File: src/sv/brtc_pkg.sv
// Shared types and constants for the banked RTC register block.
package brtc_pkg;

   typedef enum logic [1:0] {
      OP_READ  = 2'd0,
      OP_WRITE = 2'd1,
      OP_TICK  = 2'd2,
      OP_NONE  = 2'd3
   } opcode_type;

   typedef struct packed {
      logic [1:0]  opcode;
      logic [4:0]  address;
      logic [7:0]  write_data;
      logic [23:0] tick_clocks;
      logic [5:0]  now_seconds;
      logic [5:0]  now_minutes;
      logic [4:0]  now_hours;
      logic [2:0]  now_weekday;
      logic [4:0]  now_day;
      logic [3:0]  now_month;
      logic [6:0]  now_year;
   } req_type;

   typedef struct packed {
      logic [7:0] read_data;
      logic       second_irq;
      logic       sixteenth_irq;
   } rsp_type;

   localparam logic [4:0]  ADR_CONTROL  = 5'h1B;
   localparam logic [4:0]  ADR_TEST     = 5'h1D;
   localparam logic [4:0]  ADR_PIN_MASK = 5'h1F;
   localparam logic [4:0]  ADR_LEAP     = 5'h17;

   localparam int          ALARM_DEPTH  = 13;

   localparam logic [23:0] SECOND_PERIOD_RESET    = 24'd10000000;
   localparam logic [23:0] SIXTEENTH_PERIOD_RESET = 24'd625000;

   localparam logic [3:0]  PIN_MASK_RESET = 4'hC;

endpackage

File: src/sv/brtc_regs.sv
// Register file: control, test, pin mask and alarm bank, plus read decode.
module brtc_regs
   import brtc_pkg::*;
(
   input  logic       clock,
   input  logic       reset,
   input  logic       item_en,
   input  req_type    item,
   output logic [7:0] read_data,
   output logic [3:0] pin_mask
);

   logic [3:0] alarm_ff [ALARM_DEPTH];
   logic [3:0] control_ff, control_in;
   logic [3:0] test_ff, test_in;
   logic [3:0] pin_mask_ff, pin_mask_in;

   logic [3:0] idx;
   logic       is_write;
   logic       alarm_we;

   // bank-1 write masks; entries 9 and 12 always hold 0
   function automatic logic [3:0] alarm_mask(input logic [3:0] i);
      logic [3:0] m;
      begin
         case (i)
            4'd0:    m = 4'h7;
            4'd1:    m = 4'h1;
            4'd2:    m = 4'hF;
            4'd3:    m = 4'h7;
            4'd4:    m = 4'hF;
            4'd5:    m = 4'h3;
            4'd6:    m = 4'h7;
            4'd7:    m = 4'hF;
            4'd8:    m = 4'h3;
            4'd10:   m = 4'h1;
            4'd11:   m = 4'h3;
            default: m = 4'h0;
         endcase
         return m;
      end
   endfunction

   // divide by ten through reciprocal 205/2048, exact for values below 1029
   function automatic logic [3:0] div10(input logic [6:0] v);
      logic [14:0] p;
      begin
         p = 15'(v) * 15'd205;
         return p[14:11];
      end
   endfunction

   function automatic logic [3:0] mod10(input logic [6:0] v);
      logic [3:0] q;
      logic [6:0] r;
      begin
         q = div10(v);
         r = v - 7'(q) * 7'd10;
         return r[3:0];
      end
   endfunction

   assign idx      = item.address[4:1];
   assign is_write = item_en && (opcode_type'(item.opcode) == OP_WRITE) && item.address[0];
   assign alarm_we = is_write && control_ff[0] && (item.address != ADR_CONTROL)
                     && (item.address != ADR_TEST) && (item.address != ADR_PIN_MASK)
                     && (idx < 4'(ALARM_DEPTH));

   always_comb begin
      control_in  = control_ff;
      test_in     = test_ff;
      pin_mask_in = pin_mask_ff;
      if (is_write) begin
         if (item.address == ADR_CONTROL)  control_in  = item.write_data[3:0] & 4'hD;
         if (item.address == ADR_TEST)     test_in     = item.write_data[3:0];
         if (item.address == ADR_PIN_MASK) pin_mask_in = item.write_data[3:0] & 4'hC;
      end
   end

   always_ff @(posedge clock) begin
      if (reset) begin
         control_ff  <= '0;
         test_ff     <= '0;
         pin_mask_ff <= PIN_MASK_RESET;
         for (int i = 0; i < ALARM_DEPTH; i++) alarm_ff[i] <= '0;
      end else begin
         control_ff  <= control_in;
         test_ff     <= test_in;
         pin_mask_ff <= pin_mask_in;
         if (alarm_we) alarm_ff[idx] <= item.write_data[3:0] & alarm_mask(idx);
      end
   end

   always_comb begin
      logic [3:0] lo;
      lo = '0;
      if (!item.address[0]) begin
         read_data = 8'hFF;
      end else begin
         if (item.address == ADR_CONTROL) begin
            lo = control_ff & 4'hD;
         end else if (item.address == ADR_TEST) begin
            lo = test_ff;
         end else if (item.address == ADR_PIN_MASK) begin
            lo = pin_mask_ff;
         end else if (!control_ff[0]) begin
            case (idx)
               4'd0:    lo = mod10(7'(item.now_seconds));
               4'd1:    lo = div10(7'(item.now_seconds));
               4'd2:    lo = mod10(7'(item.now_minutes));
               4'd3:    lo = div10(7'(item.now_minutes));
               4'd4:    lo = mod10(7'(item.now_hours));
               4'd5:    lo = div10(7'(item.now_hours));
               4'd6:    lo = 4'(item.now_weekday);
               4'd7:    lo = mod10(7'(item.now_day));
               4'd8:    lo = div10(7'(item.now_day));
               4'd9:    lo = mod10(7'(item.now_month));
               4'd10:   lo = div10(7'(item.now_month));
               4'd11:   lo = mod10(item.now_year);
               default: lo = div10(item.now_year);
            endcase
         end else if (item.address == ADR_LEAP) begin
            lo = {2'b00, item.now_year[1:0]};
         end else if (idx < 4'(ALARM_DEPTH)) begin
            lo = alarm_ff[idx];
         end
         read_data = {4'hF, lo};
      end
   end

   assign pin_mask = pin_mask_ff;

endmodule

File: src/sv/brtc_accum.sv
// Saturating clock accumulator with period compare and one subtract.
module brtc_accum
(
   input  logic        clock,
   input  logic        reset,
   input  logic        tick_en,
   input  logic [23:0] add,
   input  logic [23:0] period,
   output logic        fire
);

   logic [31:0] acc_ff, acc_in;
   logic [32:0] sum;
   logic [31:0] sat;

   assign sum  = {1'b0, acc_ff} + {9'b0, add};
   assign sat  = sum[32] ? '1 : sum[31:0];
   assign fire = sat >= {8'b0, period};

   always_comb begin
      acc_in = acc_ff;
      if (tick_en) acc_in = fire ? sat - {8'b0, period} : sat;
   end

   always_ff @(posedge clock) begin
      if (reset) begin
         acc_ff <= '0;
      end else begin
         acc_ff <= acc_in;
      end
   end

endmodule

File: src/sv/banked_rtc_register_block_top.sv
// Top level: input register, register file, two accumulators, result register.
//
// Banked RTC register block. Each word on req_ is a register read, a register write or a
// clock tick; every word returns exactly one rsp_ word, in order. One word is taken per
// cycle unless req_stall is high; the result word is held in the input register, then in the
// result register, and is presented on rsp_. The per-item path is the 32-bit saturating add,
// period compare and subtract of the tick accumulators, which update in the same cycle as
// the result is registered. Periods are written through csr_ (index 0 one-second, index 1
// sixteen-hertz) only while idle, a rule on the user that the block itself does not enforce.
module banked_rtc_register_block_top
   import brtc_pkg::*;
(
   input  logic        clock,
   input  logic        reset,
   input  logic        req_valid,
   output logic        req_stall,
   input  req_type     req_word,
   output logic        rsp_valid,
   input  logic        rsp_stall,
   output rsp_type     rsp_word,
   input  logic        csr_write_enable,
   input  logic [0:0]  csr_index,
   input  logic [23:0] csr_write_data
);

   logic        in_valid_ff;
   req_type     in_word_ff;
   logic        rsp_valid_ff;
   rsp_type     rsp_word_ff, rsp_word_in;

   logic [23:0] second_period_ff;
   logic [23:0] sixteenth_period_ff;

   logic        out_ready;
   logic        advance;
   logic        tick_en;
   logic [7:0]  read_data;
   logic [3:0]  pin_mask;
   logic        second_fire;
   logic        sixteenth_fire;

   assign out_ready = !rsp_valid_ff || !rsp_stall;
   assign advance   = in_valid_ff && out_ready;
   assign req_stall = in_valid_ff && !out_ready;
   assign tick_en   = advance && (opcode_type'(in_word_ff.opcode) == OP_TICK);

   always_ff @(posedge clock) begin
      if (reset) begin
         second_period_ff    <= SECOND_PERIOD_RESET;
         sixteenth_period_ff <= SIXTEENTH_PERIOD_RESET;
      end else if (csr_write_enable) begin
         if (csr_index == 1'b0) second_period_ff    <= csr_write_data;
         else                   sixteenth_period_ff <= csr_write_data;
      end
   end

   always_ff @(posedge clock) begin
      if (reset) begin
         in_valid_ff <= 1'b0;
      end else if (!req_stall) begin
         in_valid_ff <= req_valid;
      end
   end

   always_ff @(posedge clock) begin
      if (req_valid && !req_stall) in_word_ff <= req_word;
   end

   brtc_regs u_regs (
      .clock     (clock),
      .reset     (reset),
      .item_en   (advance),
      .item      (in_word_ff),
      .read_data (read_data),
      .pin_mask  (pin_mask)
   );

   brtc_accum u_second (
      .clock   (clock),
      .reset   (reset),
      .tick_en (tick_en),
      .add     (in_word_ff.tick_clocks),
      .period  (second_period_ff),
      .fire    (second_fire)
   );

   brtc_accum u_sixteenth (
      .clock   (clock),
      .reset   (reset),
      .tick_en (tick_en),
      .add     (in_word_ff.tick_clocks),
      .period  (sixteenth_period_ff),
      .fire    (sixteenth_fire)
   );

   always_comb begin
      rsp_word_in = '0;
      case (opcode_type'(in_word_ff.opcode))
         OP_READ: rsp_word_in.read_data = read_data;
         OP_TICK: begin
            rsp_word_in.second_irq    = second_fire && !pin_mask[3];
            rsp_word_in.sixteenth_irq = sixteenth_fire && !pin_mask[2];
         end
         default: rsp_word_in = '0;
      endcase
   end

   always_ff @(posedge clock) begin
      if (reset) begin
         rsp_valid_ff <= 1'b0;
      end else if (out_ready) begin
         rsp_valid_ff <= in_valid_ff;
      end
   end

   always_ff @(posedge clock) begin
      if (advance) rsp_word_ff <= rsp_word_in;
   end

   assign rsp_valid = rsp_valid_ff;
   assign rsp_word  = rsp_word_ff;

endmodule
File: config.mk
export PLATFORM = sky130hd
export DESIGN_NAME = banked_rtc_register_block_top
export DESIGN_NICKNAME = d
export VERILOG_FILES = /design/src/sv/brtc_pkg.sv /design/src/sv/brtc_regs.sv /design/src/sv/brtc_accum.sv /design/src/sv/banked_rtc_register_block_top.sv
export SDC_FILE = /design/constraint.sdc
export NUM_CORES = 1
export LEC_CHECK = 0
export CAP_MARGIN = 0
export CORE_ASPECT_RATIO = 2
export CORE_UTILIZATION = 45
export CTS_CLUSTER_DIAMETER = 200
export DETAILED_ROUTE_END_ITERATION = 10
export DONT_BUFFER_PORTS = 1
export HOLD_SLACK_MARGIN = 0.08
export PLACE_DENSITY = 0.68
export SLEW_MARGIN = 10
export SYNTH_ARGS = -nofsm -noshare
export SYNTH_HDL_FRONTEND = slang
export SYNTH_SLANG_ARGS = --single-unit
File: constraint.sdc
create_clock -name clock -period 6.9 [get_ports clock]
set_input_delay 0 -clock clock [delete_from_list [all_inputs] [get_ports clock]]
set_output_delay 0 -clock clock [all_outputs]
set_load 0.005 [all_outputs]
==> results of run 1 <==
==> cell type report <==
class	count	area share, %
Multi-Input combinational cell	1784	53.4
Sequential cell	273	28.2
Timing Repair Buffer	192	7.80
Clock buffer	40	3.31
Tap cell	621	3.18
Inverter	202	3.11
Clock inverter	11	0.882
Antenna cell	9	0.0923
==> cell usage after synthesis, drive strengths merged, types with 11 or more instances <==
| cell type | count |
|---|---|
| xnor2 | 67 |
| nor2b | 14 |
| buf | 13 |
| o21ai | 95 |
| and3 | 22 |
| nand3 | 52 |
| dfxtp | 131 |
| or2 | 19 |
| mux2i | 59 |
| a211oi | 59 |
| a21o | 61 |
| nand2 | 230 |
| o21bai | 14 |
| nand3b | 21 |
| edfxtp | 142 |
| o21a | 30 |
| nand2b | 27 |
| a211o | 17 |
| nor3 | 31 |
| a21oi | 166 |
| nor2 | 224 |
| clkbuf | 77 |
| and4 | 11 |
| or3 | 18 |
| a311oi | 16 |
| xor2 | 43 |
| fa | 33 |
| a31oi | 16 |
| mux4 | 16 |
| o31ai | 17 |
| inv | 202 |
| ha | 246 |
| o211ai | 21 |
| nand4 | 23 |
==> worst paths after layout <==
| check | slack (ns) | from | end | cells after the start |
|---|---|---|---|---|
| worst min register to register | 0.46 | second_period_ff[17]$_SDFFE_PP0P_ | second_period_ff[17]$_SDFFE_PP0P_ | 2 |
| worst min-delay path | 0.09 | req_word[57] | in_word_ff[57]$_DFFE_PP_ | 1 |
| worst max-delay path | 0.60 | in_word_ff[36]$_DFFE_PP_ | u_second.acc_ff[18]$_SDFFE_PP0P_ | 22 |
| worst max register to register | 0.60 | in_word_ff[36]$_DFFE_PP_ | u_second.acc_ff[18]$_SDFFE_PP0P_ | 22 |
==> flip-flops by register name, indices dropped and copies added, names as in the netlist, 2 cells and up, named ones only <==
signal	cells
u_regs.pin_mask	2
u_regs.alarm_ff	64
in_word_ff	71
sixteenth_period_ff	24
u_second.acc_ff	32
u_regs.control_ff	3
second_period_ff	24
u_sixteenth.acc_ff	32
u_regs.test_ff	4
rsp_word	7
==> through the flow <==
stage | utilization, % | cell area [um2]
floorplan | - | 21000
global placement | 47.0 | 21600
detailed placement | 47.0 | 21600
CTS | 53.1 | 24400
global route | 53.1 | 24400
finish | 53.1 | 24400
==> routing by layer <==
metal | share of wire [%] | wire [um] | GRT usage [%]
met2 | 56 | 35900 | 55.0
met1 | 33 | 21100 | 23.8
met3 | 3.9 | 2500 | 3.24
met4 | 7.5 | 4810 | 19.6
met5 | 0.017 | 11 | 0
==> cells by family (layout without fill, tap and decap cells) <==
family                     count (synthesis)  after routing
adders and majority gates                279            279
xor gates and xnor gates                 110            110
muxes                                     80             80
and+or+nand+nor                          719            719
AOI/OAI and AO/OA                        584            584
buffers and inverters                    292            445
other                                      1             21
DFF                                      273            273
==> repair_timing <==
action                                  4_1_cts  5_1_grt
hold endpoints to repair                    308        0
endpoints found under the setup margin        0        0
hold buffers                                173        0
==> power groups by stage <==
| stage | combinational [uW] | clock, uW | sequential [uW] |
|---|---|---|---|
| 2_1_floorplan | 1250 | 0 | 1860 |
| 3_3_place_gp | 1560 | 0 | 1900 |
| 3_5_place_dp | 1600 | 0 | 1900 |
| 4_1_cts | 1720 | 1740 | 1860 |
| 5_1_grt | 1930 | 1800 | 1870 |
| 6_report | 1740 | 1720 | 1860 |
==> out/metrics.cfg, run 1 <==
[clock_network]
cts_setup_buffers = 0
cts_tree = built
insertion_delay_ns = 0.59
cts_sinks = 273
clk_pin_slew_worst_paths_ns = 0.07
post_cts_resized = 0
numCtsBuffers = 28
clockRootBuffer = clkbuf_16
cts_max_level = 1
cts_buffer_depth = 3

[timing]
skew_ns = 0.0352
timing.max_slew.rel_slack_pct = 29.3
setup_viol = 0
finalCritPeriodShare_pct = 91.3
hold_viol = 0
tns_ns = 0
tightestPinTransition_ns = 1.06
rsz0062_at_grt = false
whs_ns = 0.0897
finalCriticalPeriod_ns = 6.30
slew_viol_final = 0
layout_setup_ws_ns = 0.600
fmax_mhz = 159

[yosys]
synth_edf_count = 142
yosysWarnings = 0
synth_xor_area_share_pct = 4.59
synth_area_per_cell_um2 = 8.98
synthAdderAreaFrac_pct = 17.8
synth_cell_types = 86
ys_ff_latch = 273
netlist_instances = 2338
synth.area.top_cells = edfxtp_1, ha_1, dfxtp_1
yosysSeqAreaShare_pct = 32.8
async_reset_ff_share_pct = 0
muxShareOfSynthArea_pct = 4.79
yosysTopAreaCell = edfxtp_1
synth_compound_area_share_pct = 18.5
synth_area_um2 = 21000
ys.flop_type = edfxtp_1
yosys.area_share.simple_pct = 16.0
synth_top_area_share_pct = 20.3
synth_top_family_by_area = compound AO/OA/AOI/OAI gates

[finish]
fin_nets = 2865
fillers = 4097
syn2layout_area_growth_pct = 16.2
multiInputGateArea_um2 = 13000
layout-drive-gt1-share_pct = 5.20
layout_commonest_cell = ha_1
stdcell_count = 3132
layout_common_cells = ha_1, nand2_1, nor2_1
seqCellArea_um2 = 6890

[critical_path]
critical_path.top_delay_family = compound AO/OA/AOI/OAI gates
crit_type = reg -> reg
arrival_ns = 6.77
critPathCaptureType = flop
cpPeakStageDelay_ns = 0.54
cpMaxStageDelayCell = a211oi_1
critPathRequiredTime_ns = 7.37
cp_max_fo = 23
crit_buf_inv = 2
path_cells = ha_1 > inv_1 > fa_1 > nor2b_1 > o31a_1 > o32a_1 > a21oi_1 > o21bai_1 > nand2_1 > o21ai_0 > ha_1 > a21o_1 > a21o_1 > a211oi_1 > or3b_2 > nand2_1 > a21oi_1 > and3_1 > nand3_1 > buf_12 > mux2i_1 > a211oi_1
critPathLaunchType = flop

[flow_run]
drv_cap = 0

[floorplan]
io_pins = 117
coreArea_um2 = 46000
initial_core_util_pct = 45.7
dieHeight_um = 308
die_area_um2 = 47600
die_w_um = 155
fp-row-count = 111

[route]
vias = 18000
drt-vias-per-instance = 5.75
drcViolationCount = 0
ant_nets = 0
routedWlPerCell_um = 20.5
drt_iter0_drc = 925
drt_wl_total_um = 64300
first_pass_iters = 6

[run_status]
status = finished clean

[placement]
port_buffers = 0
dp_cells = 2899
hpwl_um = 48900
dp_slack_ns = 0.759
gp_congestion = 1.01

[grt]
grt_first_pass_wirelength_um = 99500
antenna_found_initial = 10
grt_pass1_vias = 18900
gr-total-overflow = 0
grt_max_degree = 139
grt_usage_pct = 27.1

[pwr]
p_leak_uw = 0.0104
power_density_nw_per_um2 = 218
switching_share_pct = 32.8
comb_power_share_pct = 32.7
p_switching_uw = 1740
clkPwrFrac_pct = 32.3
p_seq_share_pct = 35.0
total_power_uw = 5320
ir_worst_vdd_uv = 286
p_int_uw = 3580

[worst_hold_path]
hp-class = in -> reg

No activity file was read; power rests on OpenSTA's default activity.
==> inputs of run 2 (changes only) <==
- PLACE_DENSITY: 0.68 -> default
- PLACE_DENSITY_LB_ADDON: default -> 0.08
==> out/metrics.cfg, run 2 (synthesis gave the netlist of run 1 again) <==
[critical_path]
critPathCaptureType = flop
cpMaxStageDelayCell = o31ai_2
worstReg2RegStart = in_word_ff[36]$_DFFE_PP_
rr_worst_depth = 25  ; +14%
crit_buf_inv = 5  ; +3
arrival_ns = 6.88  ; +0.11 ns
reg2reg_slack_ns = 0.52  ; -0.08 ns
critPathLaunchType = flop
critical_path.top_delay_family = compound AO/OA/AOI/OAI gates
cpPeakStageDelay_ns = 0.84  ; +0.30 ns
path_common_cell = buf_4
reg2reg_to = u_second.acc_ff[3]$_SDFFE_PP0P_
critPathRequiredTime_ns = 7.41  ; +0.04 ns
crit_type = reg -> reg
cp_max_fo = 11  ; -52%

[grt]
grt_first_pass_wirelength_um = 101000  ; +1.8%
grt_max_degree = 139  ; unchanged
grt_pass1_vias = 18900  ; +0.15%
grt_usage_pct = 28.0  ; +0.91 points
antenna_found_initial = 7  ; -3
gr-total-overflow = 0  ; unchanged

[route]
drt-vias-per-instance = 5.69  ; -0.90%
first_pass_iters = 5  ; -1
ant_nets = 0  ; unchanged
drcViolationCount = 0  ; unchanged
drt_wl_total_um = 65700  ; +2.2%
vias = 17900  ; -0.65%
routedWlPerCell_um = 20.9  ; +2.0%
drt_iter0_drc = 852  ; -7.9%

[floorplan]
dieHeight_um = 308  ; unchanged
coreArea_um2 = 46000  ; unchanged
io_pins = 117  ; unchanged
die_area_um2 = 47600  ; unchanged
fp-row-count = 111  ; unchanged
die_w_um = 155  ; unchanged
initial_core_util_pct = 45.7  ; unchanged

[finish]
largest-register = in_word_ff
top_regs = in_word_ff: 71 flops, u_regs.alarm_ff: 64 flops
stdcell_count = 3140  ; +0.26%
layout_commonest_cell = ha_1
layout_common_cells = ha_1, nand2_1, nor2_1
fillers = 4308  ; +5.2%
syn2layout_area_growth_pct = 16.4
fin_nets = 2877  ; +0.42%
layout-drive-gt1-share_pct = 5.53  ; +0.33 points
largest_register_ffs = 71  ; unchanged

[placement]
dp_cells = 2908  ; +0.31%
dp_slack_ns = 0.460  ; -0.299 ns
hpwl_um = 51300  ; +5.0%
gp_congestion = 0.955  ; -5.0%
port_buffers = 0  ; unchanged

[clock_network]
cts_tree = built
cts_buffer_depth = 3  ; unchanged
clockRootBuffer = clkbuf_16
insertion_delay_ns = 0.60  ; about the same
cts_sinks = 273  ; unchanged
numCtsBuffers = 28  ; unchanged
cts_max_level = 1  ; unchanged
clk_pin_slew_worst_paths_ns = 0.07  ; about the same

[timing]
finalCriticalPeriod_ns = 6.38  ; +0.0766 ns
finalCritPeriodShare_pct = 92.4  ; +1.1 points
tns_ns = 0  ; unchanged
rsz0062_at_grt = false
slew_viol_final = 0  ; unchanged
timing.max_slew.rel_slack_pct = 23.9  ; -5.5 points
whs_ns = 0.106  ; +0.0168 ns
fmax_mhz = 157  ; -1.2%
layout_setup_ws_ns = 0.524  ; -0.0766 ns
hold_viol = 0  ; unchanged
tightestPinTransition_ns = 1.14  ; +0.0817 ns
skew_ns = 0.0302  ; -0.00499 ns
setup_viol = 0  ; unchanged

[run_status]
status = finished clean

[flow_run]
drv_cap = 0  ; unchanged

[pwr]
power_density_nw_per_um2 = 214  ; -1.7%
p_leak_uw = 0.0104  ; +0.30%
ir_worst_vdd_uv = 204  ; -28%

[worst_hold_path]
hold_path_depth = 3  ; +2
whs_endpoint = second_period_ff[2]$_SDFFE_PP0P_
hp-class = in -> reg
worstHoldStart = csr_write_enable

==> run 2: changes by cell type in the layout (fill, tap and decap cells not counted), moves of 2 or more <==
cell / previous run / this run
bufinv_16: 6 / 4
clkbuf_1: 8 / 5
buf_4: 18 / 25
clkinv_2: 3 / 6
diode_2: 9 / 5
dlygate4sd3_1: 172 / 175
clkinv_1: 0 / 3
buf_12: 1 / 3
==> run 2: worst reg2reg max path: stages, from the launching register on <==
cell      delay (ns)
edfxtp_1        0.39
ha_1            0.21
inv_1           0.06
fa_1            0.37
nor2b_1         0.21
o31a_1          0.25
o32a_1          0.32
a21oi_1         0.12
buf_4           0.18
o31ai_2         0.85
buf_4           0.24
nor2_1          0.06
ha_1            0.19
inv_1           0.07
fa_1            0.20
a21o_1          0.13
a21o_1          0.19
a211oi_1        0.09
buf_4           0.16
or3b_2          0.51
nand2_1         0.19
a21oi_1         0.16
and3_1          0.23
and3_4          0.27
or3_1           0.41
a311oi_1        0.24
==> run 2: how the worst max path moves through the flow <==
| stage | from | end | slack [ns] | depth (start not counted) |
|---|---|---|---|---|
| 2_1_floorplan | in_word_ff[41]$_DFFE_PP_ | u_sixteenth.acc_ff[30]$_SDFFE_PP0P_ | 1.77 | 19 |
| 3_3_place_gp | in_word_ff[36]$_DFFE_PP_ | u_second.acc_ff[3]$_SDFFE_PP0P_ | 0.54 | 25 |
| 3_5_place_dp | in_word_ff[36]$_DFFE_PP_ | u_second.acc_ff[3]$_SDFFE_PP0P_ | 0.46 | 25 |
| 4_1_cts | in_word_ff[36]$_DFFE_PP_ | u_second.acc_ff[3]$_SDFFE_PP0P_ | 0.45 | 25 |
| 5_1_grt | in_word_ff[36]$_DFFE_PP_ | u_second.acc_ff[3]$_SDFFE_PP0P_ | 0.29 | 25 |
| 6_report | in_word_ff[36]$_DFFE_PP_ | u_second.acc_ff[3]$_SDFFE_PP0P_ | 0.52 | 25 |
==> run 2: stage by stage <==
stage / total power, uW / area [um2] / utilization [%]
final: 5240 / 24400 / 53.2
after global routing: 5530 / 24400 / 53.2
after CTS: 5280 / 24400 / 53.2
after detailed placement: 3550 / 21700 / 47.2
after global placement: 3520 / 21700 / 47.2
after floorplan: 3110 / 21000 / -
==> run 2: final cells by class <==
type | count | area (um2) | area share (%)
sequential | 273 | 6890 | 28.2
multi-input combinational | 1784 | 13000 | 53.3
timing repair buffer | 204 | 2030 | 8.29
tap | 621 | 777 | 3.18
clock inverter | 16 | 186 | 0.763
clock buffer | 35 | 758 | 3.10
antenna | 5 | 12.5 | 0.0512
inverter | 202 | 759 | 3.11
==> run 2: report_power, final <==
group	total, uW	internal, uW	switching, uW
Combinational	1760	755	1000
Clock	1620	927	688
Sequential	1860	1790	71.8
Total	5240	3470	1760
==> run 2: metal layers <==
metal,vias to the layer above,share of wire (%),track usage (%)
li1,8739,-,-
met1,8491,33,24.6
met2,435,56,57.5
met3,212,3.0,2.66
met4,2,7.7,20.1
met5,-,0.012,0
==> run 2: repair_timing <==
item	in CTS	in global routing
hold buffers	176	0
buffers inserted	0	0
hold endpoints to repair	298	0
resized for setup	0	0
